==> config.mk <==
export PLATFORM = sky130hd
export DESIGN_NAME = camera_frame_capture_unit_flat
export DESIGN_NICKNAME = d
export VERILOG_FILES = /design/src/hdl/cfc_pkg.sv /design/src/hdl/cfc_if.sv /design/src/hdl/camera_frame_capture_unit.sv /design/src/flat_wrapper.sv
export SDC_FILE = /design/constraint.sdc
export NUM_CORES = 1
export LEC_CHECK = 0
export BUFFER_PORTS_ARGS = -buffer_cell sky130_fd_sc_hd__buf_2
export CAP_MARGIN = 10
export CORE_AREA = 4 4 140 142
export DETAILED_ROUTE_END_ITERATION = 6
export DIE_AREA = 0 0 144 146
export SYNTH_ARGS = -nofsm -noshare
export SYNTH_HDL_FRONTEND = slang
export SYNTH_SLANG_ARGS = --single-unit
==> constraint.sdc <==
create_clock -name clk -period 7.7 [get_ports clk]
set_input_delay 0.385 -clock clk [delete_from_list [all_inputs] [get_ports clk]]
set_output_delay 0.385 -clock clk [all_outputs]
set_load 0.02 [all_outputs]
==> src/hdl/cfc_pkg.sv <==
// ----------------------------------------------------------------------------
// Camera frame capture package
// Frame geometry, field widths, event and register codes.
// ----------------------------------------------------------------------------
package cfc_pkg;

	// frame buffer geometry
	localparam int unsigned LINE_PIXELS = 640;
	localparam int unsigned FRAME_LINES = 480;

	// field widths
	localparam int unsigned FUNC_W  = 3;
	localparam int unsigned PIXEL_W = 8;
	localparam int unsigned ROW_W   = 9;
	localparam int unsigned COL_W   = 10;
	localparam int unsigned LINE_W  = 12;
	localparam int unsigned PCNT_W  = 13;
	localparam int unsigned CIDX_W  = 2;
	localparam int unsigned CDATA_W = 12;

	localparam logic [PCNT_W-1:0] LINE_PIXELS_C = PCNT_W'(LINE_PIXELS);
	localparam logic [LINE_W-1:0] FRAME_LINES_C = LINE_W'(FRAME_LINES);
	localparam logic [PCNT_W-1:0] PCNT_MAX      = '1;
	localparam logic [LINE_W-1:0] LINE_MAX      = '1;
	localparam logic [LINE_W-1:0] END_LINE_RST  = LINE_W'(481);

	typedef enum logic [FUNC_W-1:0] {
		FN_PCLK  = 3'd0,
		FN_HSYNC = 3'd1,
		FN_VSYNC = 3'd2,
		FN_ARM   = 3'd3,
		FN_CLEAR = 3'd4
	} func_t;

	typedef enum logic [CIDX_W-1:0] {
		CFG_START_LINE  = 2'd0,
		CFG_END_LINE    = 2'd1,
		CFG_COLOUR_MODE = 2'd2
	} cfg_idx_t;

endpackage

==> src/hdl/cfc_if.sv <==
// ----------------------------------------------------------------------------
// Camera frame capture channels
// Camera event input, frame buffer write output and register write channel.
// ----------------------------------------------------------------------------
interface cfc_evt_if
	import cfc_pkg::*;
();
	logic               valid;
	logic               ready;
	logic [FUNC_W-1:0]  func;
	logic [PIXEL_W-1:0] pixel_in;

	modport source (output valid, output func, output pixel_in, input ready);
	modport sink (input valid, input func, input pixel_in, output ready);
endinterface

interface cfc_wr_if
	import cfc_pkg::*;
();
	logic               valid;
	logic               ready;
	logic               write_enable;
	logic [ROW_W-1:0]   write_row;
	logic [COL_W-1:0]   write_column;
	logic [PIXEL_W-1:0] write_pixel;
	logic               frame_done;
	logic               capturing;

	modport source (output valid, output write_enable, output write_row,
		output write_column, output write_pixel, output frame_done,
		output capturing, input ready);
	modport sink (input valid, input write_enable, input write_row,
		input write_column, input write_pixel, input frame_done,
		input capturing, output ready);
endinterface

interface cfc_cfg_if
	import cfc_pkg::*;
();
	logic               valid;
	logic               ready;
	logic [CIDX_W-1:0]  index;
	logic [CDATA_W-1:0] data;

	modport source (output valid, output index, output data, input ready);
	modport sink (input valid, input index, input data, output ready);
endinterface

==> src/hdl/camera_frame_capture_unit.sv <==
// A result is registered and appears on frame_wr in the cycle after its event transfer.
// Throughput: one camera event per cycle; the result register frees as it is
// taken, so input stalls only while a result waits and frame_wr.ready is low.
// Reset: arst_n clears capture state, counters and the result valid flag, and
// loads the registers with start line 0, end line 481 and mono mode.
// ----------------------------------------------------------------------------
// Camera frame capture unit
// Single-frame capture from parallel camera sync events into frame buffer
// write commands.
// ----------------------------------------------------------------------------
module camera_frame_capture_unit
	import cfc_pkg::*;
(
	input  logic      clk,
	input  logic      arst_n,
	cfc_evt_if.sink   cam_evt,
	cfc_wr_if.source  frame_wr,
	cfc_cfg_if.sink   cfg
);

	logic [LINE_W-1:0] start_line_q;
	logic [LINE_W-1:0] end_line_q;
	logic              colour_mode_q;

	logic              armed_q;
	logic              active_q;
	logic              done_q;
	logic              phase_q;
	logic [PCNT_W-1:0] pcnt_q;
	logic [LINE_W-1:0] lcnt_q;

	logic              out_valid_q;
	logic              we_q;
	logic [ROW_W-1:0]  row_q;
	logic [COL_W-1:0]  col_q;
	logic [PIXEL_W-1:0] pix_q;
	logic              done_out_q;
	logic              active_out_q;

	logic              evt_xfer;
	func_t             func;
	logic              row_neg;
	logic [LINE_W-1:0] row_diff;
	logic              phase_n;
	logic              take;
	logic              in_window;
	logic [LINE_W-1:0] last_line;
	logic [LINE_W-1:0] lcnt_inc;

	logic              armed_d;
	logic              active_d;
	logic              done_d;
	logic              phase_d;
	logic [PCNT_W-1:0] pcnt_d;
	logic [LINE_W-1:0] lcnt_d;
	logic              we_d;

	assign cam_evt.ready = !out_valid_q || frame_wr.ready;
	assign cfg.ready     = 1'b1;
	assign evt_xfer      = cam_evt.valid && cam_evt.ready;
	assign func          = func_t'(cam_evt.func);

	// stored row is line count minus start offset; negative while skipping
	assign row_neg   = lcnt_q < start_line_q;
	assign row_diff  = lcnt_q - start_line_q;
	assign phase_n   = ~phase_q;
	assign take      = active_q && (colour_mode_q ? !row_neg : phase_n);
	assign in_window = !row_neg && (row_diff < FRAME_LINES_C) && (pcnt_q < LINE_PIXELS_C);
	assign last_line = (end_line_q == '0) ? '0 : end_line_q - LINE_W'(1);
	assign lcnt_inc  = (lcnt_q < LINE_MAX) ? lcnt_q + LINE_W'(1) : lcnt_q;

	always_comb begin
		armed_d  = armed_q;
		active_d = active_q;
		done_d   = done_q;
		phase_d  = phase_q;
		pcnt_d   = pcnt_q;
		lcnt_d   = lcnt_q;
		we_d     = 1'b0;
		unique case (func)
			FN_PCLK: begin
				phase_d = phase_n;
				if (take) begin
					we_d = in_window;
					if (pcnt_q < PCNT_MAX)
						pcnt_d = pcnt_q + PCNT_W'(1);
				end
			end
			FN_HSYNC: begin
				if (active_q) begin
					if (pcnt_q >= LINE_PIXELS_C) begin
						pcnt_d  = '0;
						phase_d = 1'b0;
					end
					lcnt_d = lcnt_inc;
					if (lcnt_inc >= last_line) begin
						lcnt_d   = last_line;
						done_d   = 1'b1;
						active_d = 1'b0;
					end
				end
			end
			FN_VSYNC: begin
				if (armed_q && !done_q) begin
					lcnt_d   = '0;
					pcnt_d   = '0;
					active_d = 1'b1;
					armed_d  = 1'b0;
				end
			end
			FN_ARM:   armed_d = 1'b1;
			FN_CLEAR: done_d  = 1'b0;
			default: ;
		endcase
	end

	always_ff @(posedge clk or negedge arst_n) begin
		if (!arst_n) begin
			start_line_q  <= '0;
			end_line_q    <= END_LINE_RST;
			colour_mode_q <= 1'b0;
		end else if (cfg.valid) begin
			unique case (cfg_idx_t'(cfg.index))
				CFG_START_LINE:  start_line_q  <= cfg.data;
				CFG_END_LINE:    end_line_q    <= cfg.data;
				CFG_COLOUR_MODE: colour_mode_q <= cfg.data[0];
				default: ;
			endcase
		end
	end

	always_ff @(posedge clk or negedge arst_n) begin
		if (!arst_n) begin
			armed_q  <= 1'b0;
			active_q <= 1'b0;
			done_q   <= 1'b0;
			phase_q  <= 1'b0;
			pcnt_q   <= '0;
			lcnt_q   <= '0;
		end else if (evt_xfer) begin
			armed_q  <= armed_d;
			active_q <= active_d;
			done_q   <= done_d;
			phase_q  <= phase_d;
			pcnt_q   <= pcnt_d;
			lcnt_q   <= lcnt_d;
		end
	end

	always_ff @(posedge clk or negedge arst_n) begin
		if (!arst_n)
			out_valid_q <= 1'b0;
		else if (cam_evt.ready)
			out_valid_q <= cam_evt.valid;
	end

	// payload is zero when nothing is written
	always_ff @(posedge clk) begin
		if (evt_xfer) begin
			we_q         <= we_d;
			row_q        <= we_d ? row_diff[ROW_W-1:0] : '0;
			col_q        <= we_d ? pcnt_q[COL_W-1:0] : '0;
			pix_q        <= we_d ? cam_evt.pixel_in : '0;
			done_out_q   <= done_d;
			active_out_q <= active_d;
		end
	end

	assign frame_wr.valid        = out_valid_q;
	assign frame_wr.write_enable = we_q;
	assign frame_wr.write_row    = row_q;
	assign frame_wr.write_column = col_q;
	assign frame_wr.write_pixel  = pix_q;
	assign frame_wr.frame_done   = done_out_q;
	assign frame_wr.capturing    = active_out_q;

endmodule

==> src/flat_wrapper.sv <==
// flat-port wrapper written by rule: the top's interface ports become plain ports
module camera_frame_capture_unit_flat import cfc_pkg::*;
  (clk, arst_n, cam_evt_valid, cam_evt_func, cam_evt_pixel_in, cam_evt_ready, frame_wr_valid, frame_wr_write_enable, frame_wr_write_row, frame_wr_write_column, frame_wr_write_pixel, frame_wr_frame_done, frame_wr_capturing, frame_wr_ready, cfg_valid, cfg_index, cfg_data, cfg_ready);
  cfc_evt_if cam_evt_i ();
  cfc_wr_if frame_wr_i ();
  cfc_cfg_if cfg_i ();
  input  logic clk;
  input  logic arst_n;
  input wire logic [$bits(cam_evt_i.valid)-1:0] cam_evt_valid;
  input wire logic [$bits(cam_evt_i.func)-1:0] cam_evt_func;
  input wire logic [$bits(cam_evt_i.pixel_in)-1:0] cam_evt_pixel_in;
  output wire logic [$bits(cam_evt_i.ready)-1:0] cam_evt_ready;
  output wire logic [$bits(frame_wr_i.valid)-1:0] frame_wr_valid;
  output wire logic [$bits(frame_wr_i.write_enable)-1:0] frame_wr_write_enable;
  output wire logic [$bits(frame_wr_i.write_row)-1:0] frame_wr_write_row;
  output wire logic [$bits(frame_wr_i.write_column)-1:0] frame_wr_write_column;
  output wire logic [$bits(frame_wr_i.write_pixel)-1:0] frame_wr_write_pixel;
  output wire logic [$bits(frame_wr_i.frame_done)-1:0] frame_wr_frame_done;
  output wire logic [$bits(frame_wr_i.capturing)-1:0] frame_wr_capturing;
  input wire logic [$bits(frame_wr_i.ready)-1:0] frame_wr_ready;
  input wire logic [$bits(cfg_i.valid)-1:0] cfg_valid;
  input wire logic [$bits(cfg_i.index)-1:0] cfg_index;
  input wire logic [$bits(cfg_i.data)-1:0] cfg_data;
  output wire logic [$bits(cfg_i.ready)-1:0] cfg_ready;
  assign cam_evt_i.valid = cam_evt_valid;
  assign cam_evt_i.func = cam_evt_func;
  assign cam_evt_i.pixel_in = cam_evt_pixel_in;
  assign cam_evt_ready = cam_evt_i.ready;
  assign frame_wr_valid = frame_wr_i.valid;
  assign frame_wr_write_enable = frame_wr_i.write_enable;
  assign frame_wr_write_row = frame_wr_i.write_row;
  assign frame_wr_write_column = frame_wr_i.write_column;
  assign frame_wr_write_pixel = frame_wr_i.write_pixel;
  assign frame_wr_frame_done = frame_wr_i.frame_done;
  assign frame_wr_capturing = frame_wr_i.capturing;
  assign frame_wr_i.ready = frame_wr_ready;
  assign cfg_i.valid = cfg_valid;
  assign cfg_i.index = cfg_index;
  assign cfg_i.data = cfg_data;
  assign cfg_ready = cfg_i.ready;
  camera_frame_capture_unit u_core (.clk(clk), .arst_n(arst_n), .cam_evt(cam_evt_i), .frame_wr(frame_wr_i), .cfg(cfg_i));
endmodule
=== After elaboration in Yosys (flattened, before gate mapping) ===
Cells that the tools add are included.

* Add/subtract/negate cells: 4
* Eq/ne operators: 11
* Bitwise operators: 1
* Reductions and logical operators: 23
* Magnitude comparators: 7
* Multiplexer cells: 27

{| class="wikitable"
|+ Operators by type and width
! operator !! count
|-
| $mux W13 || 5
|-
| $mux W12 || 5
|-
| $pmux W13 S3 || 1
|-
| $pmux W12 S2 || 1
|-
| $add A13 B1 Y13 const B || 1
|-
| $ge A13 B10 Y1 const B || 1
|-
| $lt A13 B10 Y1 const B || 1
|-
| $lt A13 B13 Y1 const B || 1
|-
| $add A12 B1 Y12 const B || 1
|-
| $ge A12 B12 Y1 || 1
|-
| $logic_not A12 Y1 || 1
|-
| $lt A12 B12 Y1 || 1
|-
| $lt A12 B12 Y1 const B || 1
|-
| $lt A12 B9 Y1 const B || 1
|-
| $sub A12 B1 Y12 const B || 1
|-
| $sub A12 B12 Y12 || 1
|-
| $mux W1 || 11
|-
| $ne A2 B1 Y1 const B || 5
|-
| $pmux W1 S2 || 4
|-
| $reduce_and A4 Y1 || 2
|-
| $reduce_and A7 Y1 || 1
|-
| $eq A3 B2 Y1 const B || 2
|-
| $reduce_and A2 Y1 || 3
|-
| $reduce_bool A2 Y1 || 3
|-
| 12 further kinds || 18
|}

* Logic and storage cells: 89
* Output and inout port bits: 33
* Bits in registers: 85

=== Depth between registers and ports, before layout ===
Gate-level depths: netlist of the first run.

* Word-level depth: 6
* Mapped depth: 16
* Gate-level depth less buffers: 13

=== Least setup slack after synthesis of the first run ===
No wires, ideal clock.

* Path kind: register -> register
* Start: register u_core.end_line_q[3]
* End: register u_core.active_out_q (netlist: u_core.frame_wr.capturing), data pin
* Setup slack: 4.272 ns
* Arrival: 3.165 ns
* Path buffers: 2
* Stages on the path, launching flop included: 13
* Period minus slack after synthesis: 3.428 ns
* Path through: dfrtp_1 > nor4_2 > nand3_1 > or3_1 > mux2i_1 > ha_1 > nand4_1 > a2111oi_0 > a2111o_1 > clkbuf_1 > clkbuf_1 > nand3_1 > o2bb2ai_1

* Word-level cells in the longest chain between the ends: 6
* Elaborated cells on any way between the ends: 7

{| class="wikitable"
|+ RTL lines
! what !! line !! text
|-
| start, declared || camera_frame_capture_unit.sv:22 || <nowiki>logic [LINE_W-1:0] end_line_q;</nowiki>
|-
| start signal, assigned || camera_frame_capture_unit.sv:125 || <nowiki>CFG_END_LINE: end_line_q <= cfg.data;</nowiki>
|-
| $sub A12 B1 Y12 or $logic_not A12 Y1 (tied branches) || camera_frame_capture_unit.sv:69 || <nowiki>assign last_line = (end_line_q == '0) ? '0 : end_line_q - LINE_W'(1);</nowiki>
|-
| $mux W12 * || camera_frame_capture_unit.sv:69 ||
|-
| $ge A12 B12 Y1 * || camera_frame_capture_unit.sv:96 || <nowiki>if (lcnt_inc >= last_line) begin</nowiki>
|-
| $mux W1 * || camera_frame_capture_unit.sv:96 ||
|-
| $mux W1 * || camera_frame_capture_unit.sv:90 || <nowiki>if (active_q) begin</nowiki>
|-
| $pmux W1 S2 * || camera_frame_capture_unit.sv:80 || <nowiki>unique case (func)</nowiki>
|-
| via u_core.active_d || camera_frame_capture_unit.sv:51 || <nowiki>logic active_d;</nowiki>
|-
| end signal, assigned || camera_frame_capture_unit.sv:165 || <nowiki>active_out_q <= active_d;</nowiki>
|-
| end, declared || camera_frame_capture_unit.sv:38 || <nowiki>logic active_out_q;</nowiki>
|}

Mark *: on every way through the listed nets, which the timed path passes. The rest lies on a longest branch.
A chain may end at the register's enable or synchronous reset.

=== Final worst setup path of the first run ===
* Start: register u_core.lcnt_q[0]
* End: register u_core.lcnt_q[1]

* Word-level cells in the longest chain between the ends: 6
* Elaborated cells on any way between the ends: 7

{| class="wikitable"
|+ RTL lines
! what !! line !! text
|-
| start, declared || camera_frame_capture_unit.sv:30 || <nowiki>logic [LINE_W-1:0] lcnt_q;</nowiki>
|-
| start signal, assigned || camera_frame_capture_unit.sv:146 || <nowiki>lcnt_q <= lcnt_d;</nowiki>
|-
| $add A12 B1 Y12 or $lt A12 B12 Y1 (tied branches) || camera_frame_capture_unit.sv:70 || <nowiki>assign lcnt_inc = (lcnt_q < LINE_MAX) ? lcnt_q + LINE_W'(1) : lcnt_q;</nowiki>
|-
| $mux W12 * || camera_frame_capture_unit.sv:70 ||
|-
| $ge A12 B12 Y1 || camera_frame_capture_unit.sv:96 ||
|-
| $mux W12 * || camera_frame_capture_unit.sv:96 ||
|-
| $mux W12 * || camera_frame_capture_unit.sv:90 ||
|-
| $pmux W12 S2 * || camera_frame_capture_unit.sv:80 ||
|}

Mark *: on every way between the ends. The rest lies on a longest branch, timed or not. The select of a mux whose other input is x is not followed.

==> results of run 1 <==
## Yosys cell counts (3+ instances only)
master	count
dfstp_2	5
nand2_1	50
mux2i_1	6
a221o_1	7
o21ai_0	26
nor4_2	10
nand2b_1	12
mux2_2	16
a2111o_1	4
xor2_1	7
and3_1	13
buf_4	3
nor2b_1	5
and2_1	9
edfxtp_1	30
and4_1	4
o31ai_1	15
and3b_1	3
nor4b_1	8
nand4_1	9
nor4b_2	7
ha_1	28
dfrtp_1	50
nand3b_1	3
xnor2_1	7
clkbuf_1	16
buf_2	3
nor3_1	11
nand3_1	22
or4_1	9
nor2_1	24
a31oi_1	7
a21o_1	5
nor3b_1	3
or2_2	3
a32o_1	3
o21a_1	5
a21oi_1	22
inv_1	28
o211ai_1	4
## worst reg2reg max path, delay by kind of cell (launching register included)
family | cells | cell delay (ns)
compound gates | 4 | 1.58
flops | 1 | 0.48
fa+ha+maj | 2 | 0.49
simple gates | 4 | 1.18
xor+xnor | 1 | 0.29
## power groups by stage
stage / registers, mW / clock network [mW] / logic (mW)
final: 0.566 / 0.427 / 0.374
after global routing: 0.575 / 0.453 / 0.423
after CTS: 0.566 / 0.442 / 0.378
after detailed placement: 0.574 / 0 / 0.374
after global placement: 0.573 / 0 / 0.370
after floorplan: 0.571 / 0 / 0.273
## per-layer routing
layer / routed length, um / global-route usage, % / share of wire, %
met4: 140 / 3.390 / 1.1
met3: 502 / 2.366 / 4.0
met1: 5838 / 15.87 / 46
met5: 0 / 0 / 0
met2: 6139 / 19.97 / 49
## kinds of logic after synthesis
group	count (synthesis)	share of synthesized area [%]
AO/OA/AOI/OAI	117	14.94
XOR/XNOR	14	2.246
adder cells (fa/ha/maj)	29	6.783
buffers and inverters	55	4.629
flip-flops	85	41.82
multiplexers	22	4.400
other	1	0.06868
AND/OR/NAND/NOR	217	25.11
## through the flow
step	hold slack, ns	cells
after floorplan	0.08941	540
after global placement	0.4636	815
after detailed placement	0.4650	815
after CTS	0.2127	831
after global routing	0.2362	831
final	0.1587	831
## final cells by class
cell class	instances	area, um^2	share of cell area [%]
clock inverter	3	18.77	0.2988
timing repair buffer	68	357.8	5.697
clock buffer	13	271.5	4.323
inverter	28	105.1	1.673
multi-input combinational	400	2952	46.99
sequential	85	2283	36.35
tap	234	292.8	4.661
## registers in the layout (all words and copies together), names as in the netlist
signal                        count
u_core.active_q                   1
u_core.armed_q                    1
u_core.colour_mode_q              1
u_core.done_q                     1
u_core.end_line_q                12
u_core.frame_wr.capturing         1
u_core.frame_wr.frame_done        1
u_core.frame_wr.valid             1
u_core.frame_wr.write_column     10
u_core.frame_wr.write_enable      1
u_core.frame_wr.write_pixel       8
u_core.frame_wr.write_row         9
u_core.lcnt_q                    12
u_core.pcnt_q                    13
u_core.phase_q                    1
u_core.start_line_q              12
## path summary, 6_finish.rpt
check	endpoint	depth (start not counted)	slack, ns
worst max-delay path	u_core.lcnt_q[1]$_DFFE_PN0P_	11	3.56
worst min-delay path	u_core.pcnt_q[6]$_DFFE_PN0P_	2	0.16
worst max register to register	u_core.lcnt_q[1]$_DFFE_PN0P_	11	3.56
worst min register to register	u_core.phase_q$_DFFE_PN0P_	1	0.47
max in group asynchronous	u_core.start_line_q[8]$_DFFE_PN0P_	2	7.02
min in group clk	u_core.frame_wr.valid$_DFFE_PN0N_	2	0.27
## cell usage in the layout (no fill, tap or decap), drive strengths merged, types with 16 or more instances in the layout
cell type | synthesis | layout
buf | 11 | 68
nand2 | 50 | 50
dfrtp | 50 | 50
edfxtp | 30 | 30
inv | 28 | 29
ha | 28 | 28
o21ai | 26 | 26
nor2 | 24 | 24
a21oi | 22 | 22
nand3 | 22 | 22
mux2 | 16 | 16
nor4b | 16 | 16
==> results.txt, run 1 <==
CP startpoint kind - register
slowest stage delay, CP - 0.77 ns
yosys warns - 0
Final min period - 4.140 ns
CTS Buf Count - 9
CTS max path bufs - 2
Root Driver - clkbuf_16
final RePlAce weighted congestion - 0.7983
Crit. Startpoint - u_core.lcnt_q[0]$_DFFE_PN0P_
vias in the first global route - 3982
max_slew headroom - 34.48%
H-tree Lvls - 3
DRC violation count after routing - 0
EDFF count, synth - 30
Layout Skew - 0.008939 ns
synthesized instance count - 540
slew of the pin with the lowest slew margin - 0.9829 ns
row count - 50
IO buf count - 61
ant diodes - 0
total grt overflow - 0
Detail Placement HPWL - 9170 um
Max IR drop VDD - 95.74 uV
Die Height - 146 um
DIE AREA - 21020 um^2
Via density - 5.166
Synth Net Count - 599
Area growth syn-to-layout - 15.03%
Core ar. - 18460 um^2
worst endpoint required time - 7.93 ns
Die W - 144 um
post-synth top area share - 22.91%
Post-Route WL - 12620 um
period utilisation layout - 53.77%
fmax - 241.5 MHz
CP delay by family, top - compound AO/OA/AOI/OAI gates
Post-CTS Hold Buffers - 0
mapped cell area - 5460 um^2
Internal - 0.9179 mW
RSZ-0062 raised after global routing - no
final-report max-slew violation count - 0
Final Power - 1.367 mW
PD cells - 217.6 nW/um^2
Avg Cell Area, Syn - 10.11 um^2
Via Count - 4293
Leak - 2.615 nW
Worst Path Arrival - 4.37 ns
Post-CTS Setup Inserts - 0
clk_lat worst skew - 0.34 ns
Worst Path Max Fanout - 29
status - finished, final reports clean
placed inst area - 5991 um^2
ANT nets after route - 0
Worst R2R Start - u_core.lcnt_q[0]$_DFFE_PN0P_
final setup fails - 0
fill count - 1849
Top FF cell, synth - dfrtp_1
Pre-antenna DRT Iters - 4
Global Route Usage Sum - 12.04%
switching part of the total - 32.83%
Final WS setup - 3.560 ns
pre-CTS WS - 3.596 ns
post-synthesis sequential area ratio - 41.82%
Worst Path Buf+Inv - 0
register bit total from synthesis - 85
NetSw - 0.4487 mW
CP max stage cell - a2111o_1
combinational power share - 27.4%
DR WL/cell - 15.19 um
post-route setup TNS - 0 ns
power share of the clock group - 31.3%
worst min-delay path category - input port to asynchronous set/reset pin
CP Class - register to register
Max Cap Viol - 0
Initial Util - 29.59%
final core occ - 34.03%
num ports - 63
Resize count post-CTS - 0
initial antenna violation count - 0
1st-iter DRT viols - 223
Nets - 651
Synth area leaders - dfrtp_1 23%, edfxtp_1 16%, ha_1 6.4%
CTS Sinks - 85
CP Capture Type - register
clock slew at reported path FFs - 0.07 ns
leading area contributor after synthesis - dfrtp_1
worst path cell trace - ha_1, and3_1, nand4_1, xnor2_1, ha_1, nand2b_1, a2111oi_0, a2111oi_0, a2111o_1, or2_2, a32o_1
FFs w/ async S/R, synth - 64.71%
final-report hold violation count - 0
global-route wire length before repair - 20490 um
largest net degree at the start of global routing - 56
CTS tree - built
Final Instance Area - 6281 um^2
share of layout cells above drive strength 1 - 22.78%
synth unique cells - 71
sequential share of power - 41.4%
Note: power is estimated with default switching activity, not from simulation.
==> run 2: changes to the inputs <==
==> constraint.sdc (replaced) <==
create_clock -name clk -period 4.2 [get_ports clk]
set_input_delay 0.21 -clock clk [delete_from_list [all_inputs] [get_ports clk]]
set_output_delay 0.21 -clock clk [all_outputs]
set_load 0.02 [all_outputs]
==> run 2 against run 1 <==
Setup slack got worse by 3.2 ns. Combinational power up 84%. Sequential power is 84% higher. Routed wire length up 0.26%. Final area barely moved. Sequential share of layout area barely moved. The run now ends with hold timing left. Utilization barely moved. Register-to-register slack worse by 3.2 ns. Global-route usage about the same. Die area unchanged. Cell count is 0.36% higher. Clock skew increased by 0.00098 ns.
==> results.txt, run 2 (synthesized netlist as in run 1, its figures left out) <==
placed cell count - 818 (+0.37%)
Post-Route WL - 12650 um (+0.26%)
Worst Path Max Fanout - 19 (-34%)
post-route setup TNS - 0 ns (unchanged)
slew of the pin with the lowest slew margin - 0.9981 ns (+0.01525 ns)
ANT nets after route - 0 (unchanged)
Via Count - 4320 (+0.63%)
fill count - 1868 (+1.0%)
DIE AREA - 21020 um^2 (unchanged)
global-route wire length before repair - 20600 um (+0.54%)
final hold slack - -0.005022 ns (-0.1638 ns)
Worst R2R Start - u_core.lcnt_q[0]$_DFFE_PN0P_
status - finished with violations
Die W - 144 um (unchanged)
Nets - 654 (+0.46%)
row count - 50 (unchanged)
failing checks - hold timing
R2R Path End - u_core.lcnt_q[7]$_DFFE_PN0P_
Via density - 5.180 (+0.27%)
RSZ-0062 raised after global routing - no
Area growth syn-to-layout - 15.15% (about the same)
final-report hold violation count - 3 (+3)
Detail Placement HPWL - 9356 um (+2.0%)
most flop-heavy register - u_core.pcnt_q
Post-CTS Setup Inserts - 0 (unchanged)
ant diodes - 0 (unchanged)
Root Driver - clkbuf_16
Global Route Usage Sum - 12.06% (+0.020 points)
Resize count post-CTS - 0 (unchanged)
1st-iter DRT viols - 246 (+10%)
CTS Buf Count - 9 (unchanged)
max_slew headroom - 33.46% (-1.0 points)
period utilisation layout - 90.86% (+37 points)
initial antenna violation count - 0 (unchanged)
Max IR drop VDD - 161.3 uV (+68%)
Initial Util - 29.59% (unchanged)
final setup fails - 0 (unchanged)
Final Non-Filler Cells - 834 (+0.36%)
final-report max-slew violation count - 0 (unchanged)
share of layout cells above drive strength 1 - 23.33% (+0.55 points)
Largest register FFs - 13 (unchanged)
Core ar. - 18460 um^2 (unchanged)
num ports - 63 (unchanged)
Worst Path Arrival - 4.03 ns (-0.34 ns)
DR WL/cell - 15.17 um (about the same)
CP Capture Type - register
final RePlAce weighted congestion - 0.8103 (+1.5%)
fmax - 262.1 MHz (+8.5%)
Layout Skew - 0.009924 ns (+0.0009844 ns)
vias in the first global route - 4042 (+1.5%)
Leak - 2.624 nW (+0.34%)
worst endpoint required time - 4.42 ns (-3.51 ns)
Die Height - 146 um (unchanged)
reg2reg path depth - 11 (unchanged)
worst min-delay path category - input port to asynchronous set/reset pin
R2R Setup Slk - 0.38 ns (-3.18 ns)
total grt overflow - 0 (unchanged)
CTS tree - built
Final min period - 3.816 ns (-0.3243 ns)
DRC violation count after routing - 0 (unchanged)
CP startpoint kind - register
most common cell after layout, fill and taps aside - buf_2
CTS max path bufs - 2 (unchanged)
largest net degree at the start of global routing - 56 (unchanged)
Pre-antenna DRT Iters - 4 (unchanged)
H-tree Lvls - 3 (unchanged)
clk_lat worst skew - 0.34 ns (about the same)
CTS Sinks - 85 (unchanged)
IO buf count - 61 (unchanged)
Post-CTS Hold Buffers - 0 (unchanged)
PD cells - 393.7 nW/um^2 (+81%)
most frequent cells in the layout - 61 x buf_2, 50 x nand2_1, 50 x dfrtp_1
CP Class - register to register
clock slew at reported path FFs - 0.07 ns (about the same)
Max Cap Viol - 0 (unchanged)
run 2: metrics by stage:
stage	hold slack [ns]	utilization [%]	setup slack [ns]	power, mW	cell area [um^2]
6_report	-0.005022	34.07	0.3840	2.475	6287
5_1_grt	0.06579	34.07	0.06360	2.634	6287
4_1_cts	0.02983	34.07	0.3869	2.505	6287
3_5_place_dp	0.4016	32.58	0.4305	1.744	6013
3_3_place_gp	0.3993	32.58	0.5372	1.736	6013
2_1_floorplan	-0.08559	-	0.7715	1.547	5460
run 2: metal layers:
metal	GRT usage (%)	wire length [um]	vias up
li1	-	-	2136
met5	0	0	-
met4	4.614	310	0
met3	2.037	580	22
met1	16.41	5745	2070
met2	19.06	6017	92
run 2: worst max path at each step:
stage | start | to | slack (ns) | cells past startpoint
2_1_floorplan | u_core.end_line_q[3]$_DFFE_PN0P_ | u_core.frame_wr.capturing$_DFFE_PP_ | 0.77 | 12
3_3_place_gp | u_core.lcnt_q[0]$_DFFE_PN0P_ | u_core.lcnt_q[11]$_DFFE_PN0P_ | 0.54 | 11
3_5_place_dp | u_core.lcnt_q[0]$_DFFE_PN0P_ | u_core.lcnt_q[7]$_DFFE_PN0P_ | 0.43 | 11
4_1_cts | u_core.lcnt_q[0]$_DFFE_PN0P_ | u_core.lcnt_q[7]$_DFFE_PN0P_ | 0.39 | 11
5_1_grt | u_core.lcnt_q[0]$_DFFE_PN0P_ | u_core.lcnt_q[7]$_DFFE_PN0P_ | 0.06 | 13
6_report | u_core.lcnt_q[0]$_DFFE_PN0P_ | u_core.lcnt_q[7]$_DFFE_PN0P_ | 0.38 | 11
run 2: area by class of cell:
cell class	instances	area [um^2]	share of cell area, %
inverters	28	105.1	1.672
multi-input cells	400	2952	46.95
clock buffers	9	225.2	3.582
well taps	234	292.8	4.657
repair buffers	71	380.4	6.050
flip-flops and latches	85	2283	36.32
clock inverters	7	48.80	0.7761
run 2: where the power goes:
group / switching (mW) / internal [mW]
clock network: 0.346 / 0.403
logic: 0.408 / 0.282
registers: 0.0823 / 0.955
total: 0.836 / 1.64
run 2: worst max-delay path, cell delays in order (launching register included):
cell and delay [ns]:
dfrtp_1 0.47, ha_1 0.25, and3_1 0.24, nand4_1 0.38
xnor2_1 0.31, ha_1 0.25, nand2b_1 0.13, a2111oi_0 0.38
a2111oi_0 0.12, a2111o_1 0.55, buf_4 0.27, a221o_1 0.33
